$ cat src/hw/rtl/tsr_pkg.sv
// tsr_pkg: shared types, widths and job codes for the triangle span rasterizer
// used by every module under hw/rtl but tsr_fifo
`default_nettype none

package tsr_pkg;

    localparam int X_W = 10;
    localparam int ROW_W = 6;
    localparam int FRAC_BITS_DEF = 16;
    localparam int TILE_ROWS_DEF = 64;
    localparam int JOB_DEPTH = 2;
    localparam int OUT_DEPTH = 2;

    // how the back end walks a triangle
    localparam logic [1:0] KIND_BOT = 2'd0;
    localparam logic [1:0] KIND_TOP = 2'd1;
    localparam logic [1:0] KIND_SPLIT = 2'd2;

    typedef struct packed {
        logic [X_W-1:0] vertex_a_x;
        logic [ROW_W-1:0] vertex_a_y;
        logic [X_W-1:0] vertex_b_x;
        logic [ROW_W-1:0] vertex_b_y;
        logic [X_W-1:0] vertex_c_x;
        logic [ROW_W-1:0] vertex_c_y;
    } t_tri;

    typedef struct packed {
        logic [ROW_W-1:0] span_row;
        logic [X_W-1:0] span_start;
        logic [X_W-1:0] span_end;
        logic span_last;
    } t_span;

    // vertices sorted by row, top first
    typedef struct packed {
        logic [X_W-1:0] x0;
        logic [X_W-1:0] x1;
        logic [X_W-1:0] x2;
        logic [ROW_W-1:0] y0;
        logic [ROW_W-1:0] y1;
        logic [ROW_W-1:0] y2;
        logic [1:0] kind;
    } t_job;

endpackage

`default_nettype wire

$ cat src/hw/rtl/tsr_fifo.sv
// tsr_fifo: small register queue with push/full and pop/empty sides
// generic width and depth, no package dependency
`default_nettype none

module tsr_fifo #(
    parameter int WIDTH = 8,
    parameter int DEPTH = 2
) (
    input  wire logic i_clk,
    input  wire logic i_rst_n,
    input  wire logic i_push,
    input  wire logic [WIDTH-1:0] i_data,
    output logic o_full,
    input  wire logic i_pop,
    output logic [WIDTH-1:0] o_data,
    output logic o_empty
);

    localparam int AW = (DEPTH > 1) ? $clog2(DEPTH) : 1;
    localparam int CW = $clog2(DEPTH + 1);

    logic [WIDTH-1:0] r_mem [DEPTH];
    logic [AW-1:0] r_wr, r_rd;
    logic [CW-1:0] r_count;
    logic wr_en, rd_en;

    assign o_full = (r_count == CW'(DEPTH));
    assign o_empty = (r_count == '0);
    assign wr_en = i_push & ~o_full;
    assign rd_en = i_pop & ~o_empty;
    assign o_data = r_mem[r_rd];

    always_ff @(posedge i_clk) begin
        if (wr_en) begin
            r_mem[r_wr] <= i_data;
        end
    end

    always_ff @(posedge i_clk) begin
        if (!i_rst_n) begin
            r_wr <= '0;
            r_rd <= '0;
            r_count <= '0;
        end else begin
            if (wr_en) begin
                r_wr <= (r_wr == AW'(DEPTH - 1)) ? '0 : r_wr + 1'b1;
            end
            if (rd_en) begin
                r_rd <= (r_rd == AW'(DEPTH - 1)) ? '0 : r_rd + 1'b1;
            end
            if (wr_en && !rd_en) begin
                r_count <= r_count + 1'b1;
            end else if (rd_en && !wr_en) begin
                r_count <= r_count - 1'b1;
            end
        end
    end

`ifndef SYNTHESIS
    a_count_bound: assert property (@(posedge i_clk) disable iff (!i_rst_n)
        r_count <= CW'(DEPTH)) else $error("fifo count above depth");
    a_count_up: assert property (@(posedge i_clk) disable iff (!i_rst_n)
        (wr_en && !rd_en) |=> r_count == $past(r_count) + 1'b1)
        else $error("fifo count missed a push");
    a_count_down: assert property (@(posedge i_clk) disable iff (!i_rst_n)
        (rd_en && !wr_en) |=> r_count == $past(r_count) - 1'b1)
        else $error("fifo count missed a pop");
`endif

endmodule

`default_nettype wire

$ cat src/hw/rtl/tsr_front.sv
// tsr_front: clamps vertex rows, sorts the vertices by row and classifies the triangle
// depends on tsr_pkg
`default_nettype none

module tsr_front #(
    parameter int TILE_ROWS = 64
) (
    input  wire tsr_pkg::t_tri i_tri,
    output tsr_pkg::t_job o_job
);
    import tsr_pkg::*;

    localparam logic [ROW_W-1:0] ROW_MAX = ROW_W'(TILE_ROWS - 1);

    logic [X_W-1:0] ax, bx, cx;
    logic [ROW_W-1:0] ay, by, cy;
    logic [X_W-1:0] x0a, x1a, x0b, x2b, x1c, x2c;
    logic [ROW_W-1:0] y0a, y1a, y0b, y2b, y1c, y2c;

    always_comb begin
        ax = i_tri.vertex_a_x;
        bx = i_tri.vertex_b_x;
        cx = i_tri.vertex_c_x;
        ay = (i_tri.vertex_a_y > ROW_MAX) ? ROW_MAX : i_tri.vertex_a_y;
        by = (i_tri.vertex_b_y > ROW_MAX) ? ROW_MAX : i_tri.vertex_b_y;
        cy = (i_tri.vertex_c_y > ROW_MAX) ? ROW_MAX : i_tri.vertex_c_y;

        // strict compare-swaps: a pair with equal rows is not swapped
        if (by < ay) begin
            x0a = bx; y0a = by; x1a = ax; y1a = ay;
        end else begin
            x0a = ax; y0a = ay; x1a = bx; y1a = by;
        end
        if (cy < y0a) begin
            x0b = cx; y0b = cy; x2b = x0a; y2b = y0a;
        end else begin
            x0b = x0a; y0b = y0a; x2b = cx; y2b = cy;
        end
        if (y2b < y1a) begin
            x1c = x2b; y1c = y2b; x2c = x1a; y2c = y1a;
        end else begin
            x1c = x1a; y1c = y1a; x2c = x2b; y2c = y2b;
        end

        o_job.x0 = x0b;
        o_job.y0 = y0b;
        o_job.x1 = x1c;
        o_job.y1 = y1c;
        o_job.x2 = x2c;
        o_job.y2 = y2c;
        priority if (y1c == y2c) begin
            o_job.kind = KIND_BOT;
        end else if (y0b == y1c) begin
            o_job.kind = KIND_TOP;
        end else begin
            o_job.kind = KIND_SPLIT;
        end
    end

endmodule

`default_nettype wire

$ cat src/hw/rtl/tsr_div.sv
// tsr_div: radix-2 restoring divider, (dx << FRAC_BITS) / den truncated toward zero
// depends on tsr_pkg
`default_nettype none

module tsr_div #(
    parameter int FRAC_BITS = 16
) (
    input  wire logic i_clk,
    input  wire logic i_rst_n,
    input  wire logic i_start,
    input  wire logic signed [tsr_pkg::X_W:0] i_dx,
    input  wire logic [tsr_pkg::ROW_W-1:0] i_den,
    output logic o_done,
    output logic signed [tsr_pkg::X_W+FRAC_BITS:0] o_quo
);
    import tsr_pkg::*;

    localparam int NW = X_W + FRAC_BITS;
    localparam int CNW = $clog2(NW + 1);

    logic r_busy, r_neg;
    logic [CNW-1:0] r_cnt;
    logic [NW-1:0] r_dvd, r_q;
    logic [ROW_W-1:0] r_rem, r_den;
    logic [ROW_W:0] trial;
    logic ge;
    logic [X_W-1:0] mag;
    logic [X_W:0] abs_dx;

    assign abs_dx = i_dx[X_W] ? (X_W+1)'(0) - i_dx : i_dx;
    assign mag = abs_dx[X_W-1:0];
    assign trial = {r_rem, r_dvd[NW-1]};
    assign ge = (trial >= {1'b0, r_den});

    always_ff @(posedge i_clk) begin
        if (i_start) begin
            r_dvd <= {mag, {FRAC_BITS{1'b0}}};
            r_den <= i_den;
            r_neg <= i_dx[X_W];
            r_rem <= '0;
            r_q <= '0;
        end else if (r_busy) begin
            r_dvd <= {r_dvd[NW-2:0], 1'b0};
            r_rem <= ge ? ROW_W'(trial - {1'b0, r_den}) : ROW_W'(trial);
            r_q <= {r_q[NW-2:0], ge};
        end
        if (r_busy && r_cnt == CNW'(1)) begin
            o_quo <= r_neg ? -$signed({1'b0, r_q[NW-2:0], ge})
                           : $signed({1'b0, r_q[NW-2:0], ge});
        end
    end

    always_ff @(posedge i_clk) begin
        if (!i_rst_n) begin
            r_busy <= 1'b0;
            r_cnt <= '0;
            o_done <= 1'b0;
        end else begin
            o_done <= r_busy && r_cnt == CNW'(1);
            if (i_start) begin
                r_busy <= 1'b1;
                r_cnt <= CNW'(NW);
            end else if (r_busy) begin
                r_cnt <= r_cnt - 1'b1;
                if (r_cnt == CNW'(1)) begin
                    r_busy <= 1'b0;
                end
            end
        end
    end

`ifndef SYNTHESIS
    a_no_restart: assert property (@(posedge i_clk) disable iff (!i_rst_n)
        i_start |-> !r_busy) else $error("divider started while busy");
    a_done_once: assert property (@(posedge i_clk) disable iff (!i_rst_n)
        o_done |-> !r_busy) else $error("divider done while still busy");
    a_rem_small: assert property (@(posedge i_clk) disable iff (!i_rst_n)
        (r_busy && !$past(i_start)) |-> r_rem < r_den)
        else $error("divider remainder not below divisor");
`endif

endmodule

`default_nettype wire

$ cat src/hw/rtl/tsr_back.sv
// tsr_back: sequencer that finds split point and slopes, then steps edges row by row
// depends on tsr_pkg and tsr_div
`default_nettype none

module tsr_back #(
    parameter int FRAC_BITS = 16
) (
    input  wire logic i_clk,
    input  wire logic i_rst_n,
    input  wire logic i_job_valid,
    input  wire tsr_pkg::t_job i_job,
    output logic o_job_pop,
    output logic o_span_push,
    output tsr_pkg::t_span o_span,
    input  wire logic i_span_full
);
    import tsr_pkg::*;

    localparam int SW = X_W + FRAC_BITS + 1;
    localparam int PW = FRAC_BITS + 13;

    localparam logic [2:0] S_IDLE = 3'd0;
    localparam logic [2:0] S_RATIO = 3'd1;
    localparam logic [2:0] S_XM = 3'd2;
    localparam logic [2:0] S_SETUP = 3'd3;
    localparam logic [2:0] S_SLOPE1 = 3'd4;
    localparam logic [2:0] S_SLOPE2 = 3'd5;
    localparam logic [2:0] S_SPAN = 3'd6;

    logic [2:0] r_state;
    t_job r_job;
    logic r_second, r_final, r_desc;
    logic [X_W-1:0] r_xa, r_xp, r_xq;
    logic [ROW_W-1:0] r_dy, r_row;
    logic [ROW_W:0] r_left;
    logic signed [SW-1:0] r_s1, r_s2, r_c1, r_c2;
    logic signed [PW-1:0] r_prod;

    logic div_start, div_done;
    logic signed [X_W:0] div_dx;
    logic [ROW_W-1:0] div_den;
    logic signed [SW-1:0] div_quo;
    logic signed [SW-1:0] lo, hi;
    logic signed [PW-1:0] ratio_ext, dx20_ext, xm_sum;

    tsr_div #(.FRAC_BITS(FRAC_BITS)) u_div (
        .i_clk(i_clk),
        .i_rst_n(i_rst_n),
        .i_start(div_start),
        .i_dx(div_dx),
        .i_den(div_den),
        .o_done(div_done),
        .o_quo(div_quo)
    );

    assign o_job_pop = (r_state == S_IDLE) && i_job_valid;
    assign o_span_push = (r_state == S_SPAN) && !i_span_full;

    assign ratio_ext = $signed({{(PW-FRAC_BITS-1){1'b0}}, div_quo[FRAC_BITS:0]});
    assign dx20_ext = PW'($signed({1'b0, r_job.x2}) - $signed({1'b0, r_job.x0}));
    assign xm_sum = $signed({{(PW-X_W){1'b0}}, r_job.x0}) + (r_prod >>> FRAC_BITS);

    always_comb begin
        lo = (r_c1 < r_c2) ? r_c1 : r_c2;
        hi = (r_c1 < r_c2) ? r_c2 : r_c1;
        o_span.span_row = r_row;
        o_span.span_start = lo[FRAC_BITS+X_W-1:FRAC_BITS];
        o_span.span_end = hi[FRAC_BITS+X_W-1:FRAC_BITS];
        o_span.span_last = (r_left == (ROW_W+1)'(1)) && r_final;
    end

    always_comb begin
        div_start = 1'b0;
        div_dx = '0;
        div_den = r_dy;
        unique case (r_state)
            S_IDLE: begin
                // split ratio: dy10 / dy20
                div_start = i_job_valid && i_job.kind == KIND_SPLIT;
                div_dx = $signed({{(X_W-ROW_W+1){1'b0}}, i_job.y1 - i_job.y0});
                div_den = i_job.y2 - i_job.y0;
            end
            S_SETUP: begin
                div_start = (r_dy != '0);
                div_dx = $signed({1'b0, r_xp}) - $signed({1'b0, r_xa});
            end
            S_SLOPE1: begin
                div_start = div_done;
                div_dx = $signed({1'b0, r_xq}) - $signed({1'b0, r_xa});
            end
            S_RATIO, S_XM, S_SLOPE2, S_SPAN: begin
                div_start = 1'b0;
            end
            default: begin
                div_start = 1'b0;
            end
        endcase
    end

    always_ff @(posedge i_clk) begin
        if (!i_rst_n) begin
            r_state <= S_IDLE;
            r_second <= 1'b0;
            r_final <= 1'b0;
            r_left <= '0;
        end else begin
            unique case (r_state)
                S_IDLE: begin
                    if (i_job_valid) begin
                        r_job <= i_job;
                        r_desc <= (i_job.kind == KIND_TOP);
                        r_second <= 1'b0;
                        r_final <= 1'b1;
                        unique case (i_job.kind)
                            KIND_BOT: begin
                                r_xa <= i_job.x0;
                                r_xp <= i_job.x1;
                                r_xq <= i_job.x2;
                                r_dy <= i_job.y1 - i_job.y0;
                                r_row <= i_job.y0;
                                r_left <= {1'b0, i_job.y1 - i_job.y0} + 1'b1;
                                r_state <= S_SETUP;
                            end
                            KIND_TOP: begin
                                r_xa <= i_job.x2;
                                r_xp <= i_job.x0;
                                r_xq <= i_job.x1;
                                r_dy <= i_job.y2 - i_job.y0;
                                r_row <= i_job.y2;
                                r_left <= {1'b0, i_job.y2 - i_job.y0};
                                r_state <= S_SETUP;
                            end
                            default: begin
                                r_state <= S_RATIO;
                            end
                        endcase
                    end
                end
                S_RATIO: begin
                    if (div_done) begin
                        r_prod <= ratio_ext * dx20_ext;
                        r_state <= S_XM;
                    end
                end
                S_XM: begin
                    // upper part of a split triangle, apex down to the middle row
                    r_xa <= r_job.x0;
                    r_xp <= r_job.x1;
                    r_xq <= xm_sum[X_W-1:0];
                    r_dy <= r_job.y1 - r_job.y0;
                    r_row <= r_job.y0;
                    r_left <= {1'b0, r_job.y1 - r_job.y0} + 1'b1;
                    r_second <= 1'b1;
                    r_final <= 1'b0;
                    r_state <= S_SETUP;
                end
                S_SETUP: begin
                    r_c1 <= $signed({1'b0, r_xa, {FRAC_BITS{1'b0}}});
                    r_c2 <= $signed({1'b0, r_xa, {FRAC_BITS{1'b0}}});
                    if (r_dy == '0) begin
                        r_s1 <= '0;
                        r_s2 <= '0;
                        r_state <= S_SPAN;
                    end else begin
                        r_state <= S_SLOPE1;
                    end
                end
                S_SLOPE1: begin
                    if (div_done) begin
                        r_s1 <= div_quo;
                        r_state <= S_SLOPE2;
                    end
                end
                S_SLOPE2: begin
                    if (div_done) begin
                        r_s2 <= div_quo;
                        r_state <= S_SPAN;
                    end
                end
                S_SPAN: begin
                    if (!i_span_full) begin
                        r_c1 <= r_c1 + r_s1;
                        r_c2 <= r_c2 + r_s2;
                        if (r_left == (ROW_W+1)'(1)) begin
                            if (r_second) begin
                                // lower part, bottom vertex up to below the middle row
                                r_xa <= r_job.x2;
                                r_xp <= r_job.x1;
                                r_dy <= r_job.y2 - r_job.y1;
                                r_row <= r_job.y2;
                                r_desc <= 1'b1;
                                r_left <= {1'b0, r_job.y2 - r_job.y1};
                                r_second <= 1'b0;
                                r_final <= 1'b1;
                                r_state <= S_SETUP;
                            end else begin
                                r_state <= S_IDLE;
                            end
                        end else begin
                            r_row <= r_desc ? r_row - 1'b1 : r_row + 1'b1;
                            r_left <= r_left - 1'b1;
                        end
                    end
                end
                default: begin
                    r_state <= S_IDLE;
                end
            endcase
        end
    end

`ifndef SYNTHESIS
    a_span_left: assert property (@(posedge i_clk) disable iff (!i_rst_n)
        r_state == S_SPAN |-> r_left != '0) else $error("span state with no rows left");
    a_last_idle: assert property (@(posedge i_clk) disable iff (!i_rst_n)
        (o_span_push && o_span.span_last) |=> r_state == S_IDLE)
        else $error("sequencer busy after last span");
    a_div_state: assert property (@(posedge i_clk) disable iff (!i_rst_n)
        div_start |-> (r_state == S_IDLE || r_state == S_SETUP || r_state == S_SLOPE1))
        else $error("divider started from wrong state");
`endif

endmodule

`default_nettype wire

$ cat src/hw/rtl/triangle_span_rasterizer.sv
// triangle_span_rasterizer: top level, front classifier, job queue, back sequencer, span queue
// depends on tsr_pkg, tsr_front, tsr_fifo, tsr_back, tsr_div
//
// Input side is a queue: a triangle item is taken on a clock edge with push high and
// full low. Result side is a queue too: while empty is low the oldest span is on
// o_span, and it is taken on an edge with pop high. span_last marks the final span
// of each triangle; every triangle gives between 1 and TILE_ROWS spans.
// The front clamps, sorts and classifies a triangle in the accepting cycle and
// parks it in a two-entry job queue, so up to two triangles wait behind the one
// being drawn. The back shares one restoring divider, one quotient bit a cycle.
// A flat triangle needs 2 divisions, a split one needs 5, a one-row triangle none.
// After its slope divisions each part's spans leave one per cycle into a two-entry
// output queue while it is not full. When the receiver stalls, the span queue fills
// and the back waits with no loss. Synchronous reset empties both queues and
// returns the sequencer to idle.
`default_nettype none

module triangle_span_rasterizer #(
    parameter int FRAC_BITS = tsr_pkg::FRAC_BITS_DEF,
    parameter int TILE_ROWS = tsr_pkg::TILE_ROWS_DEF
) (
    input  wire logic i_clk,
    input  wire logic i_rst_n,
    input  wire logic push,
    output logic full,
    input  wire tsr_pkg::t_tri i_tri,
    output logic empty,
    input  wire logic pop,
    output tsr_pkg::t_span o_span
);
    import tsr_pkg::*;

    t_job front_job, queued_job;
    t_span back_span;
    logic job_empty, job_pop, span_push, span_full;

    tsr_front #(.TILE_ROWS(TILE_ROWS)) u_front (
        .i_tri(i_tri),
        .o_job(front_job)
    );

    tsr_fifo #(.WIDTH($bits(t_job)), .DEPTH(JOB_DEPTH)) u_job_q (
        .i_clk(i_clk),
        .i_rst_n(i_rst_n),
        .i_push(push),
        .i_data(front_job),
        .o_full(full),
        .i_pop(job_pop),
        .o_data(queued_job),
        .o_empty(job_empty)
    );

    tsr_back #(.FRAC_BITS(FRAC_BITS)) u_back (
        .i_clk(i_clk),
        .i_rst_n(i_rst_n),
        .i_job_valid(!job_empty),
        .i_job(queued_job),
        .o_job_pop(job_pop),
        .o_span_push(span_push),
        .o_span(back_span),
        .i_span_full(span_full)
    );

    tsr_fifo #(.WIDTH($bits(t_span)), .DEPTH(OUT_DEPTH)) u_span_q (
        .i_clk(i_clk),
        .i_rst_n(i_rst_n),
        .i_push(span_push),
        .i_data(back_span),
        .o_full(span_full),
        .i_pop(pop),
        .o_data(o_span),
        .o_empty(empty)
    );

endmodule

`default_nettype wire

$ cat config.mk
export PLATFORM = sky130hd
export DESIGN_NAME = triangle_span_rasterizer
export DESIGN_NICKNAME = d
export VERILOG_FILES = /design/src/hw/rtl/tsr_pkg.sv /design/src/hw/rtl/tsr_fifo.sv /design/src/hw/rtl/tsr_front.sv /design/src/hw/rtl/tsr_div.sv /design/src/hw/rtl/tsr_back.sv /design/src/hw/rtl/triangle_span_rasterizer.sv
export SDC_FILE = /design/constraint.sdc
export NUM_CORES = 1
export LEC_CHECK = 0
export BUFFER_PORTS_ARGS = -buffer_cell sky130_fd_sc_hd__buf_2
export CORE_ASPECT_RATIO = 1.4
export CORE_MARGIN = 5
export CORE_UTILIZATION = 30
export CTS_CLUSTER_DIAMETER = 50
export DETAILED_ROUTE_END_ITERATION = 7
export HOLD_SLACK_MARGIN = 0.03
export REMOVE_ABC_BUFFERS = 1
export SETUP_SLACK_MARGIN = 0.15
export SLEW_MARGIN = 20
export SYNTH_ARGS = -nofsm -noshare
export SYNTH_HDL_FRONTEND = slang
export SYNTH_SLANG_ARGS = --single-unit
$ cat constraint.sdc
create_clock -name i_clk -period 17.07 [get_ports i_clk]
set_input_delay 1.707 -clock i_clk [delete_from_list [all_inputs] [get_ports i_clk]]
set_output_delay 1.707 -clock i_clk [all_outputs]
set_load 0.02 [all_outputs]
==> results.md <==
- I/O Buffers: 80
- Final ANT Viol Nets: 0
- # DRC: 0
- Post-synth EDFFs: 407
- Final hold vios: 0
- Die ar.: 113600 sq um
- Row Count: 142
- Vias/cell: 4.829
- Die Span Y: 396.9 um
- Worst-margin pin slew: 1061 ps
- Async S/R FF share, synth: 0
- Final worst path period need: 7880 ps
- FF/Latch Area: 13430 sq um
- Clock Path Buffers: 3
- FF-to-FF path depth: 31
- Fin crit share: 0.4616
- Core ar.: 106600 sq um
- Diodes inserted: 0
- Crit Path Max Fanout: 17
- Number of I/O pins: 81
- Post-synthesis register bit count: 467
- CTS clk-pin slew, worst paths: 70 ps
- Chip width: 286.3 um
- Root Driver: clkbuf_16
- Largest cells by area after synthesis: edfxtp_1, fa_1, ha_1, dfxtp_1, inv_1
- GR Overflow Total: 0
- Initial antenna violation count: 2
- Vias post-DR: 21840
- Warnings, synthesis: 0
- Final net count: 3533
- Hpwl dp: 55.87 mm
- Vias in the first global route: 22400
- Reg2reg end: u_back.r_prod[25]
- Setup crit start: u_back.r_job[20]
- Slowest Stage Delay on Critical Path: 540 ps
- Post-synthesis sequential area ratio: 0.4185
- Run status: complete, no violations
- Setup bufs post-CTS: 0
- Worst path top cell family by delay: adder cells
- Synth cell types: 89
- GP Congestion: 0.8593
- Area Growth Syn to Fin: 11.93%
- CP Capture Point: u_back.r_prod[25]
- Placed inst area: 34010 sq um
- Max-Slew Margin vs Limit: 0.2918
- Skew-Pair Late Insertion Delay: 610 ps
- Wire length per cell: 16.39 um
- Post-CTS sizing: 0
- Levels on crit path: 31
- Commonest non-fill, non-tap cell in the layout: edfxtp_1
- Pre-antenna DRT Iters: 5
- Routed WL: 74.15 mm
- Top_reg_cell synth: edfxtp_1
- Most frequent cells in the layout: edfxtp_1, inv_1, nor2_1, nand2_1, ha_1
- Initial core utilization: 0.3009
- Max_cap viols: 0
- DR iter-0 viols: 1073
- Max-slew violations: 0
- Register-to-register setup slack: 9190 ps
- Min-delay worst type: reg2reg
- Hold_buf cts: 0
- Critical Path RT: 17420 ps
- WP data arrival: 8230 ps
- R2r startpoint: u_back.r_job[20]
- Multi-input gate area: 17000 sq um
- Synth Area per Inst: 10.45 sq um
- Crit path launch type: flop
- Crit Path Class: reg2reg
- # H-tree levels: 2
- Fmax: 126.9 MHz
- Post-Synthesis Cells: 3068
- Worst path slowest cell: fa_1
- Design area: 35900 sq um
- # setup viols final: 0
- CP dominant cell by count: fa_1
- Clock buffer count from CTS: 57
- First-pass GRT wire length: 119.9 mm
- CP bufs+invs: 6
- Share of cells above drive strength 1: 0.1154
- CTS tree: done
- Pre-CTS setup slack: 9025 ps
- RSZ-0062 raised after global routing: false
- Setup TNS: 0 ps
- Clock sink count: 467
- Synthesized area: 32070 sq um
- Pin count of the biggest net entering global routing: 71
- Fin Clk Skew: 26.31 ps
- Top-area cell type share of the netlist area: 0.3811
- Worst setup margin: 9190 ps
- Total track usage: 0.1293
- Fillcell total: 10770
- Crit end category: flop
- Synth area leader: edfxtp_1
## synthesized netlist by cell type (11+ instances only)
master	n
nor3_1	41
o22ai_1	29
a211oi_1	17
mux2i_1	97
nand3_1	28
nand4_1	14
o21ai_0	145
a21o_1	67
mux2_2	87
ha_1	230
and3_1	46
clkbuf_1	103
inv_1	317
fa_1	144
or2_2	12
o211ai_1	24
nor2b_1	35
xnor2_1	104
buf_1	18
dfxtp_1	60
buf_2	11
nor2_1	269
a21oi_1	134
xor2_1	70
and2_1	105
a31oi_1	17
nand2_1	236
edfxtp_1	407
or3_1	16
o21a_1	11
nand2b_1	19
## how the worst min path moves through the flow
stage,startpoint,end,slack (ps),cells past startpoint
floorplan,u_back.u_div.r_rem[5],u_back.u_div.r_rem[5],450,2
global placement,u_back.u_div.r_rem[5],u_back.u_div.r_rem[5],460,2
detailed placement,u_back.u_div.r_rem[5],u_back.u_div.r_rem[5],470,2
CTS,u_back.u_div.r_rem[5],u_back.u_div.r_rem[5],480,2
global route,u_back.u_div.r_rem[5],u_back.u_div.r_rem[5],500,2
finish,u_back.u_div.r_rem[5],u_back.u_div.r_rem[5],480,2
## logic make-up after synthesis
kind of cell / count (synthesis) / share of synthesized area
AOI/OAI and AO/OA: 538 / 0.1056
xor gates and xnor gates: 174 / 0.04751
adders and majority gates: 374 / 0.1796
buffers and inverters: 457 / 0.05473
DFF: 467 / 0.4185
muxes: 190 / 0.06421
and+or+nand+nor: 868 / 0.1299
## per-layer routing
| metal | track usage | share of wire | up-vias |
|---|---|---|---|
| li1 | - | - | 10740 |
| met2 | 0.2427 | 0.52 | 388 |
| met4 | 0.04183 | 0.033 | 0 |
| met3 | 0.01509 | 0.030 | 133 |
| met1 | 0.1530 | 0.41 | 10580 |
| met5 | 0 | 0 | - |
## per-stage QoR
stage | utilization | std cells | hold WS [ps]
global placement | 0.3190 | 4416 | 463.5
CTS | 0.3367 | 4523 | 482.2
global route | 0.3368 | 4523 | 497.5
floorplan | - | 2931 | 450.8
finish | 0.3368 | 4523 | 484.6
detailed placement | 0.3190 | 4416 | 472.4
## layout make-up
class,count,area share
flip-flops and latches,467,0.3740
inverters,320,0.03346
well taps,1368,0.04768
clock buffers,66,0.04123
clock inverters,41,0.01133
repair buffers,117,0.01889
multi-input cells,2144,0.4734
## worst register-to-register path, delay by kind of cell (launching register included)
kind            cells  cell delay [ps]
flops               1              380
compound gates     11             2450
buf+inv             6              490
simple gates        5              650
xor+xnor            1              100
fa+ha+maj           8             3560
## sequential cells by signal, indices dropped and copies added, names as in the netlist, 6 cells and up, named ones only
signal	count
u_back.u_div.r_rem	6
u_back.r_prod	10
u_back.r_s1	27
u_back.r_xq	10
u_back.r_c2	27
u_job_q.r_mem	100
u_back.u_div.r_q	25
u_back.r_s2	27
u_back.r_job	48
u_span_q.r_mem	54
u_back.u_div.r_den	6
u_back.u_div.o_quo	27
u_back.r_dy	6
u_back.r_row	6
u_back.r_xa	10
u_back.u_div.r_dvd	10
u_back.r_xp	10
u_back.r_left	7
u_back.r_c1	27
Power is not shown: default switching activity piles up to over one toggle a cycle in this logic, so the estimate is an artifact.
